**config.mk**
```make
export PLATFORM = sky130hd
export DESIGN_NAME = vwdm_ctrl
export DESIGN_NICKNAME = d
export VERILOG_FILES = /design/src/rtl/vwdm_pkg.sv /design/src/rtl/vwdm_ctrl.sv
export SDC_FILE = /design/constraint.sdc
export NUM_CORES = 1
export LEC_CHECK = 0
export ABC_AREA = 1
export ABC_CLOCK_PERIOD_IN_PS = 1600
export BUFFER_PORTS_ARGS = -buffer_cell sky130_fd_sc_hd__buf_2
export CAP_MARGIN = 20
export CORE_MARGIN = 2
export CORE_UTILIZATION = 40
export DETAILED_ROUTE_END_ITERATION = 8
export PLACE_DENSITY = 0.62
export SYNTH_ARGS = -nofsm -noshare
export SYNTH_HDL_FRONTEND = slang
export SYNTH_SLANG_ARGS = --single-unit
```
**constraint.sdc**
```tcl
create_clock -name clk_i -period 1.6 [get_ports clk_i]
set_input_delay 0.32 -clock clk_i [delete_from_list [all_inputs] [get_ports clk_i]]
set_output_delay 0.32 -clock clk_i [all_outputs]
set_load 0.02 [all_outputs]
```
**src/rtl/vwdm_pkg.sv**
```systemverilog
// Shared types, codes and helpers of the virtual watchdog multiplexer.
`timescale 1ns / 1ps
package vwdm_pkg;

  localparam int Channels = 8;
  localparam int ChW      = 3;
  localparam int MaxRes   = 16;
  localparam int CntW     = 5;

  // Request kinds
  localparam logic [3:0] KindTick      = 4'd0;
  localparam logic [3:0] KindPat       = 4'd1;
  localparam logic [3:0] KindEnable    = 4'd2;
  localparam logic [3:0] KindDisable   = 4'd3;
  localparam logic [3:0] KindSetTimes  = 4'd4;
  localparam logic [3:0] KindSetActive = 4'd5;
  localparam logic [3:0] KindFreeze    = 4'd6;
  localparam logic [3:0] KindUnfreeze  = 4'd7;
  localparam logic [3:0] KindQuery     = 4'd8;

  // Result codes
  localparam logic [2:0] ResDone  = 3'd0;
  localparam logic [2:0] ResBark  = 3'd1;
  localparam logic [2:0] ResBite  = 3'd2;
  localparam logic [2:0] ResAbort = 3'd3;
  localparam logic [2:0] ResBusy  = 3'd4;

  // Register indexes
  localparam logic [2:0] RegTicksPerMs    = 3'd0;
  localparam logic [2:0] RegLatencyMargin = 3'd1;
  localparam logic [2:0] RegMaxTimeoutMs  = 3'd2;
  localparam logic [2:0] RegReservedMs    = 3'd3;
  localparam logic [2:0] RegCriticalMask  = 3'd4;

  localparam logic [19:0] RstTicksPerMs    = 20'd19200;
  localparam logic [15:0] RstLatencyMargin = 16'd16;
  localparam logic [31:0] RstMaxTimeoutMs  = 32'd60000;
  localparam logic [31:0] RstReservedMs    = 32'hFFFF_FFFE;
  localparam logic [7:0]  RstCriticalMask  = 8'd0;

  localparam logic [7:0] FreezeMax = 8'hFF;

  typedef struct packed {
    logic [3:0]  kind;
    logic [2:0]  channel;
    logic        change_bark;
    logic        change_bite;
    logic [31:0] bark_ms;
    logic [31:0] bite_ms;
    logic        reset_on_freeze;
  } in_item_t;

  typedef struct packed {
    logic [2:0]  event_res;
    logic [2:0]  event_channel;
    logic        changed;
    logic        is_enabled;
    logic        is_expired;
    logic [31:0] ms_since_pat;
    logic        last;
  } out_item_t;

  typedef struct packed {
    logic [19:0] ticks_per_ms;
    logic [15:0] latency_margin;
    logic [31:0] max_timeout_ms;
    logic [31:0] reserved_ms;
    logic [7:0]  critical_mask;
  } cfg_t;

  typedef enum logic [4:0] {
    CMD_NONE, CMD_LATCH, CMD_PRE, CMD_MUL_BARK, CMD_MUL_BITE,
    CMD_U1, CMD_U2, CMD_U3, CMD_U4, CMD_DIV_START, CMD_OP_EMIT,
    CMD_TICK_INC, CMD_LIM, CMD_SCAN_INIT, CMD_SCAN_STEP, CMD_SEL,
    CMD_HADD, CMD_REARM, CMD_BITE, CMD_BARK, CMD_FINISH
  } cmd_e;

  typedef struct packed {
    cmd_e op;
  } cmd_t;

  typedef struct packed {
    logic is_tick;
    logic is_query;
    logic upd;
    logic scan_last;
    logic found;
    logic act_bite;
    logic bite_due;
    logic crit;
    logic room;
    logic div_busy;
    logic out_free;
  } sts_t;

  typedef enum logic [4:0] {
    S_IDLE, S_DISPATCH, S_PRE, S_MULA, S_MULB, S_U1, S_U2, S_U3, S_U4,
    S_DIV, S_DIVW, S_EMIT, S_TINC, S_LIM, S_SCAN0, S_SCAN, S_PICK,
    S_HCHK, S_HMUL, S_HADD, S_HCMP, S_BITE, S_BITE_B, S_BARK, S_CHK, S_FIN
  } state_e;

  function automatic logic [31:0] sat_ms(input logic [31:0] v, input logic [31:0] cap);
    return (v < cap) ? v : cap;
  endfunction

endpackage

```
**src/rtl/vwdm_ctrl.sv**
```systemverilog
// Controller state machine sequencing the datapath for each request.
`timescale 1ns / 1ps
module vwdm_ctrl (
  input  logic           clk_i,
  input  logic           rst_ni,
  input  logic           in_valid_i,
  output logic           in_stall_o,
  input  vwdm_pkg::sts_t sts_i,
  output vwdm_pkg::cmd_t cmd_o
);
  import vwdm_pkg::*;

  state_e state_q, state_d;

  always_comb begin
    state_d = state_q;
    unique case (state_q)
      S_IDLE:     if (in_valid_i) state_d = S_DISPATCH;
      S_DISPATCH: begin
        if (sts_i.is_tick) state_d = S_TINC;
        else if (sts_i.is_query) state_d = S_DIV;
        else state_d = S_PRE;
      end
      S_PRE:      state_d = S_MULA;
      S_MULA:     state_d = S_MULB;
      S_MULB:     state_d = sts_i.upd ? S_U1 : S_EMIT;
      S_U1:       state_d = S_U2;
      S_U2:       state_d = S_U3;
      S_U3:       state_d = S_U4;
      S_U4:       state_d = S_EMIT;
      S_DIV:      state_d = S_DIVW;
      S_DIVW:     if (!sts_i.div_busy) state_d = S_EMIT;
      S_EMIT:     if (sts_i.out_free) state_d = S_FIN;
      S_TINC:     state_d = S_LIM;
      S_LIM:      state_d = S_SCAN0;
      S_SCAN0:    state_d = S_SCAN;
      S_SCAN:     if (sts_i.scan_last) state_d = S_PICK;
      S_PICK:     state_d = sts_i.found ? S_HCHK : S_FIN;
      S_HCHK:     state_d = sts_i.act_bite ? S_BITE : S_HMUL;
      S_HMUL:     state_d = S_HADD;
      S_HADD:     state_d = S_HCMP;
      S_HCMP:     state_d = sts_i.bite_due ? S_BITE_B : S_BARK;
      S_BITE:     if (sts_i.out_free) state_d = S_CHK;
      S_BITE_B:   if (sts_i.out_free) state_d = sts_i.crit ? S_CHK : S_BARK;
      S_BARK:     if (sts_i.out_free) state_d = S_CHK;
      S_CHK:      state_d = sts_i.room ? S_SCAN0 : S_FIN;
      S_FIN:      if (sts_i.out_free) state_d = S_IDLE;
      default:    state_d = S_IDLE;
    endcase
  end

  always_comb begin
    cmd_o.op = CMD_NONE;
    unique case (state_q)
      S_IDLE:   if (in_valid_i) cmd_o.op = CMD_LATCH;
      S_PRE:    cmd_o.op = CMD_PRE;
      S_MULA:   cmd_o.op = CMD_MUL_BARK;
      S_MULB:   cmd_o.op = CMD_MUL_BITE;
      S_U1:     cmd_o.op = CMD_U1;
      S_U2:     cmd_o.op = CMD_U2;
      S_U3:     cmd_o.op = CMD_U3;
      S_U4:     cmd_o.op = CMD_U4;
      S_DIV:    cmd_o.op = CMD_DIV_START;
      S_EMIT:   if (sts_i.out_free) cmd_o.op = CMD_OP_EMIT;
      S_TINC:   cmd_o.op = CMD_TICK_INC;
      S_LIM:    cmd_o.op = CMD_LIM;
      S_SCAN0:  cmd_o.op = CMD_SCAN_INIT;
      S_SCAN:   cmd_o.op = CMD_SCAN_STEP;
      S_PICK:   if (sts_i.found) cmd_o.op = CMD_SEL;
      S_HMUL:   cmd_o.op = CMD_MUL_BITE;
      S_HADD:   cmd_o.op = CMD_HADD;
      S_HCMP:   if (!sts_i.bite_due) cmd_o.op = CMD_REARM;
      S_BITE, S_BITE_B: if (sts_i.out_free) cmd_o.op = CMD_BITE;
      S_BARK:   if (sts_i.out_free) cmd_o.op = CMD_BARK;
      S_FIN:    if (sts_i.out_free) cmd_o.op = CMD_FINISH;
      default:  cmd_o.op = CMD_NONE;
    endcase
  end

  always_ff @(posedge clk_i or negedge rst_ni) begin
    if (!rst_ni) state_q <= S_IDLE;
    else state_q <= state_d;
  end

  assign in_stall_o = (state_q != S_IDLE);
endmodule

```
==> reports/qor.txt, run 1 <==
# port buffers: 19
R2R depth: 14
die area: 2840 um^2
share of post-route cells with drive strength above 1: 54.8%
RSZ-0062 raised after global routing: yes
Final Critical Period: 2010 ps
Worst EP arrival: 1690 ps
post-route cell area: 1820 um^2
Cell Rows: 17
Via Count: 1,680
Combinational Power Share: 86.1%
CTS Buffer Depth: 2
vias in the first global route: 1,475
flop and latch count out of synthesis: 5
htree depth: 1
Via-to-Cell Ratio: 5.64
largest net degree at the start of global routing: 11
flop2flop setup slack: -230 ps
Placeable Area: 2250 um^2
Reg-to-Reg End: state_q[3]
max-cap violation count: 0
area leader, netlist: nand2_1
Max Clock Freq: 0.498 GHz
Total GRT Usage: 31.8%
top flop regs: state_q (5)
NetSw: 1.88 mW
Initial Utilization: 43.1%
internal power: 1.80 mW
largest cells by area after synthesis: nand2_1 (24%), nor2_1 (13%), dfrtp_1 (13%)
Cell Pwr Density: 2020 nW/um^2
crit path max fanout: 8
worst reg2reg path startpoint: state_q[1]
setup_tns: -2420 ps
outcome: finished, violations left
Yosys top cell area share: 23.6%
# IOs: 20
CTS root buffer: clkbuf_4
Layout Utilization: 80.7%
Slew Limit Fails: 0
Critical Path Sink: cmd_o[2]
first-pass GRT wire length: 6470 um
slew margin rel.: 80.0%
antenna violations before repair: 0
share of power burned in registers: 10.0%
Die Span Y: 53.3 um
TritonCTS clock tree: built
mean post-synth cell area: 5.31 um^2
WP data required: 1280 ps
Clock Power Share: 3.9%
failing checks: negative setup slack
Tightest Pin Transition: 299 ps
Worst Setup End Kind: primary output
final worst path period share: 126%
HP Class: in2async
worst skew pair latency: 240 ps
Syn-to-layout area delta: 87.5%
Hold WS: 447 ps
crit path from: state_q[0]
Worst Setup Start Kind: register
Final #Nets: 285
dpl hpwl: 3030 um
CTS clock-pin slew for the worst setup and hold paths: 40 ps
# diodes: 0
yosys warns: 0
CTS Buf Count: 3
CP Class: reg2out
Syn Inst Count: 183
gpl congestion: 0.996
Die Wd: 53.3 um
sw frac: 51.0%
Final Hold Viols: 0
Net Count, Synth: 197
Routed wire per std cell: 16.3 um
Netlist cell types: 28
DR DRC count: 0
Worst Skew: 2.31 ps
final setup margin: -409 ps
drt first pass iters: 5
setup violators final: 11
1st-iter DRT viols: 87
Largest register FFs: 5
final wirelength: 4870 um
post-route ant nets: 0
Pleak: 0.985 nW
Seq/Total Area, Yosys: 12.9%
Top reg by flops: state_q
CTS Sinks: 5
Placement Cell Area: 1450 um^2
Netlist Area Pre-Place: 971 um^2
Peak VDD IR: 1.31 mV
grt ovf: 0
## per-stage QoR
| step | worst slack (ps) | power [mW] | std cells |
|---|---|---|---|
| after global routing | -425 | 3.88 | 298 |
| after global placement | -192 | 2.55 | 274 |
| after CTS | -293 | 3.13 | 290 |
| after detailed placement | -155 | 2.58 | 274 |
| after floorplan | 38.2 | 1.50 | 183 |
| final | -409 | 3.68 | 298 |
## worst min path at each step
stage | endpoint | slack, ps | depth (start not counted)
CTS | state_q[4] | 440 | 2
global placement | state_q[4] | 140 | 1
floorplan | state_q[0] | 20 | 0
finish | state_q[4] | 450 | 2
global route | state_q[3] | 450 | 2
detailed placement | state_q[4] | 140 | 1
## layer usage
layer,part of all wire (%),GRT usage (%),routed length [um]
met5,0,0,0
met1,37,37.7,1800
met3,9.8,7.34,478
met2,48,55.3,2320
met4,5.5,11.1,267
## cell type report
type | instances | area, um^2
Tap cell | 28 | 35.0
Multi-Input combinational cell | 153 | 867
Sequential cell | 5 | 131
Inverter | 21 | 83.8
Fill cell | 151 | 434
Timing Repair Buffer | 87 | 677
Clock buffer | 4 | 26.3
## Yosys cell counts (all sizes together)
cell     count
nor2        42
buf          4
o221ai       1
o21ai        4
nand4        4
or2          1
nand2       68
dfrtp        5
o21a         1
o2111ai      2
o211ai       2
o311ai       1
nor3         3
nand3       18
a21oi        2
inv         21
nand3b       3
nor3b        1
## power by group through the flow
stage	registers, mW	logic (mW)	clock network (mW)
2_1_floorplan	0.252	1.25	0
3_3_place_gp	0.316	2.24	0
3_5_place_dp	0.321	2.26	0
4_1_cts	0.340	2.64	0.144
5_1_grt	0.375	3.35	0.157
6_report	0.368	3.16	0.143
## repair_timing
item                                    in CTS  in global routing
setup buffers                               11                  8
resized for setup                           34                 28
hold buffers                                 1                  0
endpoints found under the setup margin       7                 11
endpoints found under the hold margin        5                  0
pin swaps                                   10                  8
cloned                                       0                  0
## cell families after synthesis
group	synth area share, %
flops	12.9
simple gates	66.4
compound gates	9.41
buf+inv	11.3
## critical path, stage by stage (launching register included)
cell	delay, ps
dfrtp_2	480
inv_2	140
nand2_2	70
nor2_2	210
nand2_1	140
nor3b_2	180
nand2_1	110
buf_6	120
## placed cells by master, fill, tap and decap left out, drive strengths merged
master	netlist	routed
a21oi	2	2
buf	4	86
clkbuf	0	4
dfrtp	5	5
dlygate4sd3	0	1
inv	21	21
nand2	68	68
nand3	18	18
nand3b	3	3
nand4	4	4
nor2	42	42
nor3	3	3
nor3b	1	1
o2111ai	2	2
o211ai	2	2
o21a	1	1
o21ai	4	4
o221ai	1	1
o311ai	1	1
or2	1	1
(Power assumes the default switching activity.)
==> run 2: changes to the inputs <==
--- a/config.mk
+++ b/config.mk
@@ -13,6 +13,7 @@
 export CORE_UTILIZATION = 40
 export DETAILED_ROUTE_END_ITERATION = 8
 export PLACE_DENSITY = 0.62
+export REMOVE_ABC_BUFFERS = 1
 export SYNTH_ARGS = -nofsm -noshare
 export SYNTH_HDL_FRONTEND = slang
 export SYNTH_SLANG_ARGS = --single-unit
==> reports/qor.txt, run 2 (same netlist as run 1, synthesis figures left out) <==
htree depth: 1
Final Hold Viols: 0
vias in the first global route: 1,387
setup_tns: -1960 ps
Initial Utilization: 43.1%
final worst path period share: 124%
pre-CTS setup slack: -181 ps
Peak VDD IR: 1.57 mV
Routed wire per std cell: 15.3 um
grt ovf: 0
Via-to-Cell Ratio: 5.45
commonest cells after routing, fill and taps aside: buf_4 (58), nand2_1 (49), nor2_1 (25)
outcome: finished, violations left
Largest register FFs: 5
gpl congestion: 1.02
Placement Cell Area: 1420 um^2
Die Span Y: 53.3 um
failing checks: negative setup slack
CTS root buffer: clkbuf_4
Cell Count, Final, Fillers Out: 293
Worst Setup End Kind: primary output
1st-iter DRT viols: 77
# diodes: 0
largest net degree at the start of global routing: 8
Die Wd: 53.3 um
Top reg by flops: state_q
antenna violations before repair: 0
Hold WS: 404 ps
post-route cell area: 1760 um^2
DR DRC count: 0
Pwr Total: 3.41 mW
worst skew pair latency: 250 ps
CTS Buf Count: 3
first-pass GRT wire length: 6020 um
Cell Rows: 17
top flop regs: state_q (5)
TritonCTS clock tree: built
Layout Utilization: 77.9%
Worst Setup Start Kind: register
CTS Sinks: 5
Tightest Pin Transition: 283 ps
Total GRT Usage: 29.6%
share of post-route cells with drive strength above 1: 54.0%
slew margin rel.: 81.0%
setup violators final: 11
Final #Nets: 280
final setup margin: -381 ps
dpl hpwl: 3050 um
CTS Buffer Depth: 2
Cell Pwr Density: 1940 nW/um^2
Placeable Area: 2250 um^2
final wirelength: 4490 um
Max Clock Freq: 0.505 GHz
# port buffers: 19
commonest non-fill, non-tap cell in the layout: buf_4
# IOs: 20
WP data required: 1280 ps
Via Count: 1,597
max-cap violation count: 0
die area: 2840 um^2
Worst EP arrival: 1660 ps
HP Class: in2async
crit path max fanout: 6
Pleak: 0.962 nW
Final Critical Period: 1980 ps
Placed Instances: 273
post-route ant nets: 0
CTS clock-pin slew for the worst setup and hold paths: 50 ps
Syn-to-layout area delta: 80.8%
Worst Skew: 10.3 ps
RSZ-0062 raised after global routing: yes
drt first pass iters: 4
CP Class: reg2out
Slew Limit Fails: 0
==> run 2: area by class of cell <==
type                            instances  area [um^2]
Sequential cell                         5          131
Inverter                               21         83.8
Fill cell                             170          499
Tap cell                               28         35.0
Clock buffer                            4         26.3
Multi-Input combinational cell        153          862
Timing Repair Buffer                   82          617
==> run 2: timing repair <==
action | CTS | global route
endpoints found under the hold margin | 5 | 0
endpoints found under the setup margin | 7 | 11
hold buffers | 1 | 0
resized for setup | 23 | 41
pin swaps | 5 | 12
setup buffers | 10 | 5
==> run 2: worst max-delay path, cell delays in order, from the launching register on <==
cell      delay (ps)
dfrtp_2          460
inv_2            140
nand2_1           90
nor2_2           170
nand2_1          110
o21ai_2           80
nor2_2            50
o311ai_1          70
buf_2            220
==> run 2: worst paths after layout <==
| path | to | cells after the start | slack [ps] | start |
|---|---|---|---|---|
| worst max-delay path | cmd_o[3] | 8 | -380 | state_q[0] |
| worst min-delay path | state_q[3] | 2 | 400 | rst_ni |
| worst max register to register | state_q[3] | 13 | -160 | state_q[4] |
| worst min register to register | state_q[3] | 2 | 620 | state_q[3] |
| max in group asynchronous | state_q[4] | 2 | 1040 | rst_ni |
| min in group clk_i | state_q[4] | 6 | 530 | sts_i[2] |
==> run 2: where the power goes <==
| part | switching (mW) | internal (mW) |
|---|---|---|
| registers | 0.157 | 0.201 |
| logic | 1.56 | 1.33 |
| clock network | 0.0584 | 0.0947 |
| total | 1.78 | 1.63 |
==> run 2: layer usage <==
| metal | wire length (um) | global-route usage (%) | share of wire, % | up-vias |
|---|---|---|---|---|
| li1 | - | - | - | 751 |
| met1 | 1710 | 37.0 | 38 | 732 |
| met2 | 2190 | 50.4 | 49 | 96 |
| met3 | 442 | 6.21 | 9.8 | 18 |
| met4 | 155 | 8.55 | 3.5 | 0 |
| met5 | 0 | 0 | 0 | - |
==> run 3: changes to the inputs <==
--- a/config.mk
+++ b/config.mk
@@ -11,6 +11,7 @@
 export CAP_MARGIN = 20
 export CORE_MARGIN = 2
 export CORE_UTILIZATION = 40
+export CTS_BUF_LIST = sky130_fd_sc_hd__clkbuf_2
 export DETAILED_ROUTE_END_ITERATION = 8
 export PLACE_DENSITY = 0.62
 export REMOVE_ABC_BUFFERS = 1
==> reports/qor.txt, run 3 (same netlist as run 1, synthesis figures left out) <==
final worst path period share: 124%
Peak VDD IR: 1.65 mV
flop2flop setup slack: -270 ps
Die Span Y: 53.3 um
drt first pass iters: 4
worst reg2reg path startpoint: state_q[4]
# IOs: 20
commonest non-fill, non-tap cell in the layout: buf_4
WP data required: 1280 ps
critical path's largest stage delay: 500 ps
HP Class: in2async
top flop regs: state_q (5)
Top reg by flops: state_q
worst skew pair latency: 220 ps
Worst Skew: 14.1 ps
area occupied by multi-input gates: 933 um^2
M1 WL: 1960 um
Syn-to-layout area delta: 97.0%
crit path max fanout: 7
antenna violations before repair: 0
Max Clock Freq: 0.504 GHz
dpl hpwl: 3050 um
Top Family by Delay on Critical Path: simple AND/OR/NAND/NOR gates
slowest stage cell, crit path: dfrtp_2
Hold WS: 438 ps
Placement Cell Area: 1420 um^2
Layout fillers: 129
Final Hold Viols: 0
Pwr Total: 3.79 mW
die area: 2840 um^2
CTS clock-pin slew for the worst setup and hold paths: 70 ps
htree depth: 1
failing checks: negative setup slack
crit-path cells: nor2_4 > nand2_2 > nor2_2 > nand2_1 > nand2_2 > nor2_4 > o311ai_2 > buf_4
Initial Utilization: 43.1%
Cell Pwr Density: 1980 nW/um^2
gpl congestion: 1.02
vias in the first global route: 1,436
Placeable Area: 2250 um^2
Pleak: 1.03 nW
Via-to-Cell Ratio: 5.58
CP Class: reg2out
max-cap violation count: 0
CTS Buffer Depth: 2
final wirelength: 5180 um
outcome: finished, violations left
1st-iter DRT viols: 95
CTS Sinks: 5
Slew Limit Fails: 0
# port buffers: 19
share of post-route cells with drive strength above 1: 59.6%
met3 WL: 485 um
commonest cells after routing, fill and taps aside: buf_4 (68), nand2_1 (48), nor2_1 (22)
Largest register FFs: 5
post-route ant nets: 0
grt ovf: 0
Die Wd: 53.3 um
setup violators final: 11
Via Count: 1,691
Tightest Pin Transition: 271 ps
Reg-to-Reg End: state_q[3]
CTS Buf Count: 3
Final #Nets: 290
TritonCTS clock tree: built
Final Critical Period: 1980 ps
Cell Rows: 17
# diodes: 0
CTS root buffer: clkbuf_2
final setup margin: -382 ps
Worst Setup Start Kind: register
Top Layer Used: met4
R2R depth: 14
post-route cell area: 1910 um^2
Worst EP arrival: 1660 ps
RSZ-0062 raised after global routing: yes
largest net degree at the start of global routing: 8
first-pass GRT wire length: 6180 um
register area: 131 um^2
Routed wire per std cell: 17.1 um
DR DRC count: 0
WP buf/inv: 1
slew margin rel.: 81.8%
setup_tns: -2530 ps
Worst Setup End Kind: primary output
Total GRT Usage: 30.2%
met2 routed WL: 2480 um
==> run 3: cell count changes in the layout (fill, tap and decap cells not counted), sizes merged <==
cell	change
buf	+10
==> run 3: report_power, final <==
group	total [mW]	internal (mW)	switching, mW
clock network	0.119	0.0663	0.0527
registers	0.382	0.200	0.182
logic	3.29	1.53	1.75
total	3.79	1.80	1.99
==> run 3: cell type report <==
cell class / count / share of cell area [%]
Multi-Input combinational cell: 153 / 48.8
Timing Repair Buffer: 92 / 37.0
Sequential cell: 5 / 6.87
Inverter: 21 / 4.51
Tap cell: 28 / 1.83
Clock buffer: 4 / 1.05
==> run 3: layer usage <==
metal,up-vias,track usage [%]
li1,772,-
met1,770,36.3
met2,120,52.3
met3,29,6.21
met4,0,11.1
met5,-,0
==> run 3: timing repair <==
| item | in CTS | in global routing |
|---|---|---|
| pin swaps | 4 | 24 |
| hold buffers | 1 | 0 |
| setup buffers | 14 | 11 |
| setup endpoints to repair | 9 | 11 |
| endpoints found under the hold margin | 5 | 0 |
| resized for setup | 21 | 60 |
==> run 3: through the flow <==
step | std cells | utilization (%) | setup slack (ps)
finish | 303 | 84.9 | -382
global route | 303 | 84.9 | -436
CTS | 292 | 71.7 | -302
detailed placement | 273 | 63.1 | -181
global placement | 273 | 63.1 | -208
floorplan | 179 | - | -174
==> run 3: how the worst max path moves through the flow <==
stage,startpoint,cells past startpoint,end
after CTS,state_q[3],8,cmd_o[0]
after global placement,state_q[4],8,cmd_o[0]
after floorplan,state_q[4],7,cmd_o[0]
after global routing,state_q[1],8,cmd_o[3]
final,state_q[1],8,cmd_o[3]
after detailed placement,state_q[4],8,cmd_o[0]
==> run 3: worst reg2reg max path, delay by kind of cell (launching register included) <==
| family | cells | cell delay, ps |
|---|---|---|
| and+or+nand+nor | 8 | 610 |
| buffers and inverters | 6 | 740 |
| DFF | 1 | 470 |
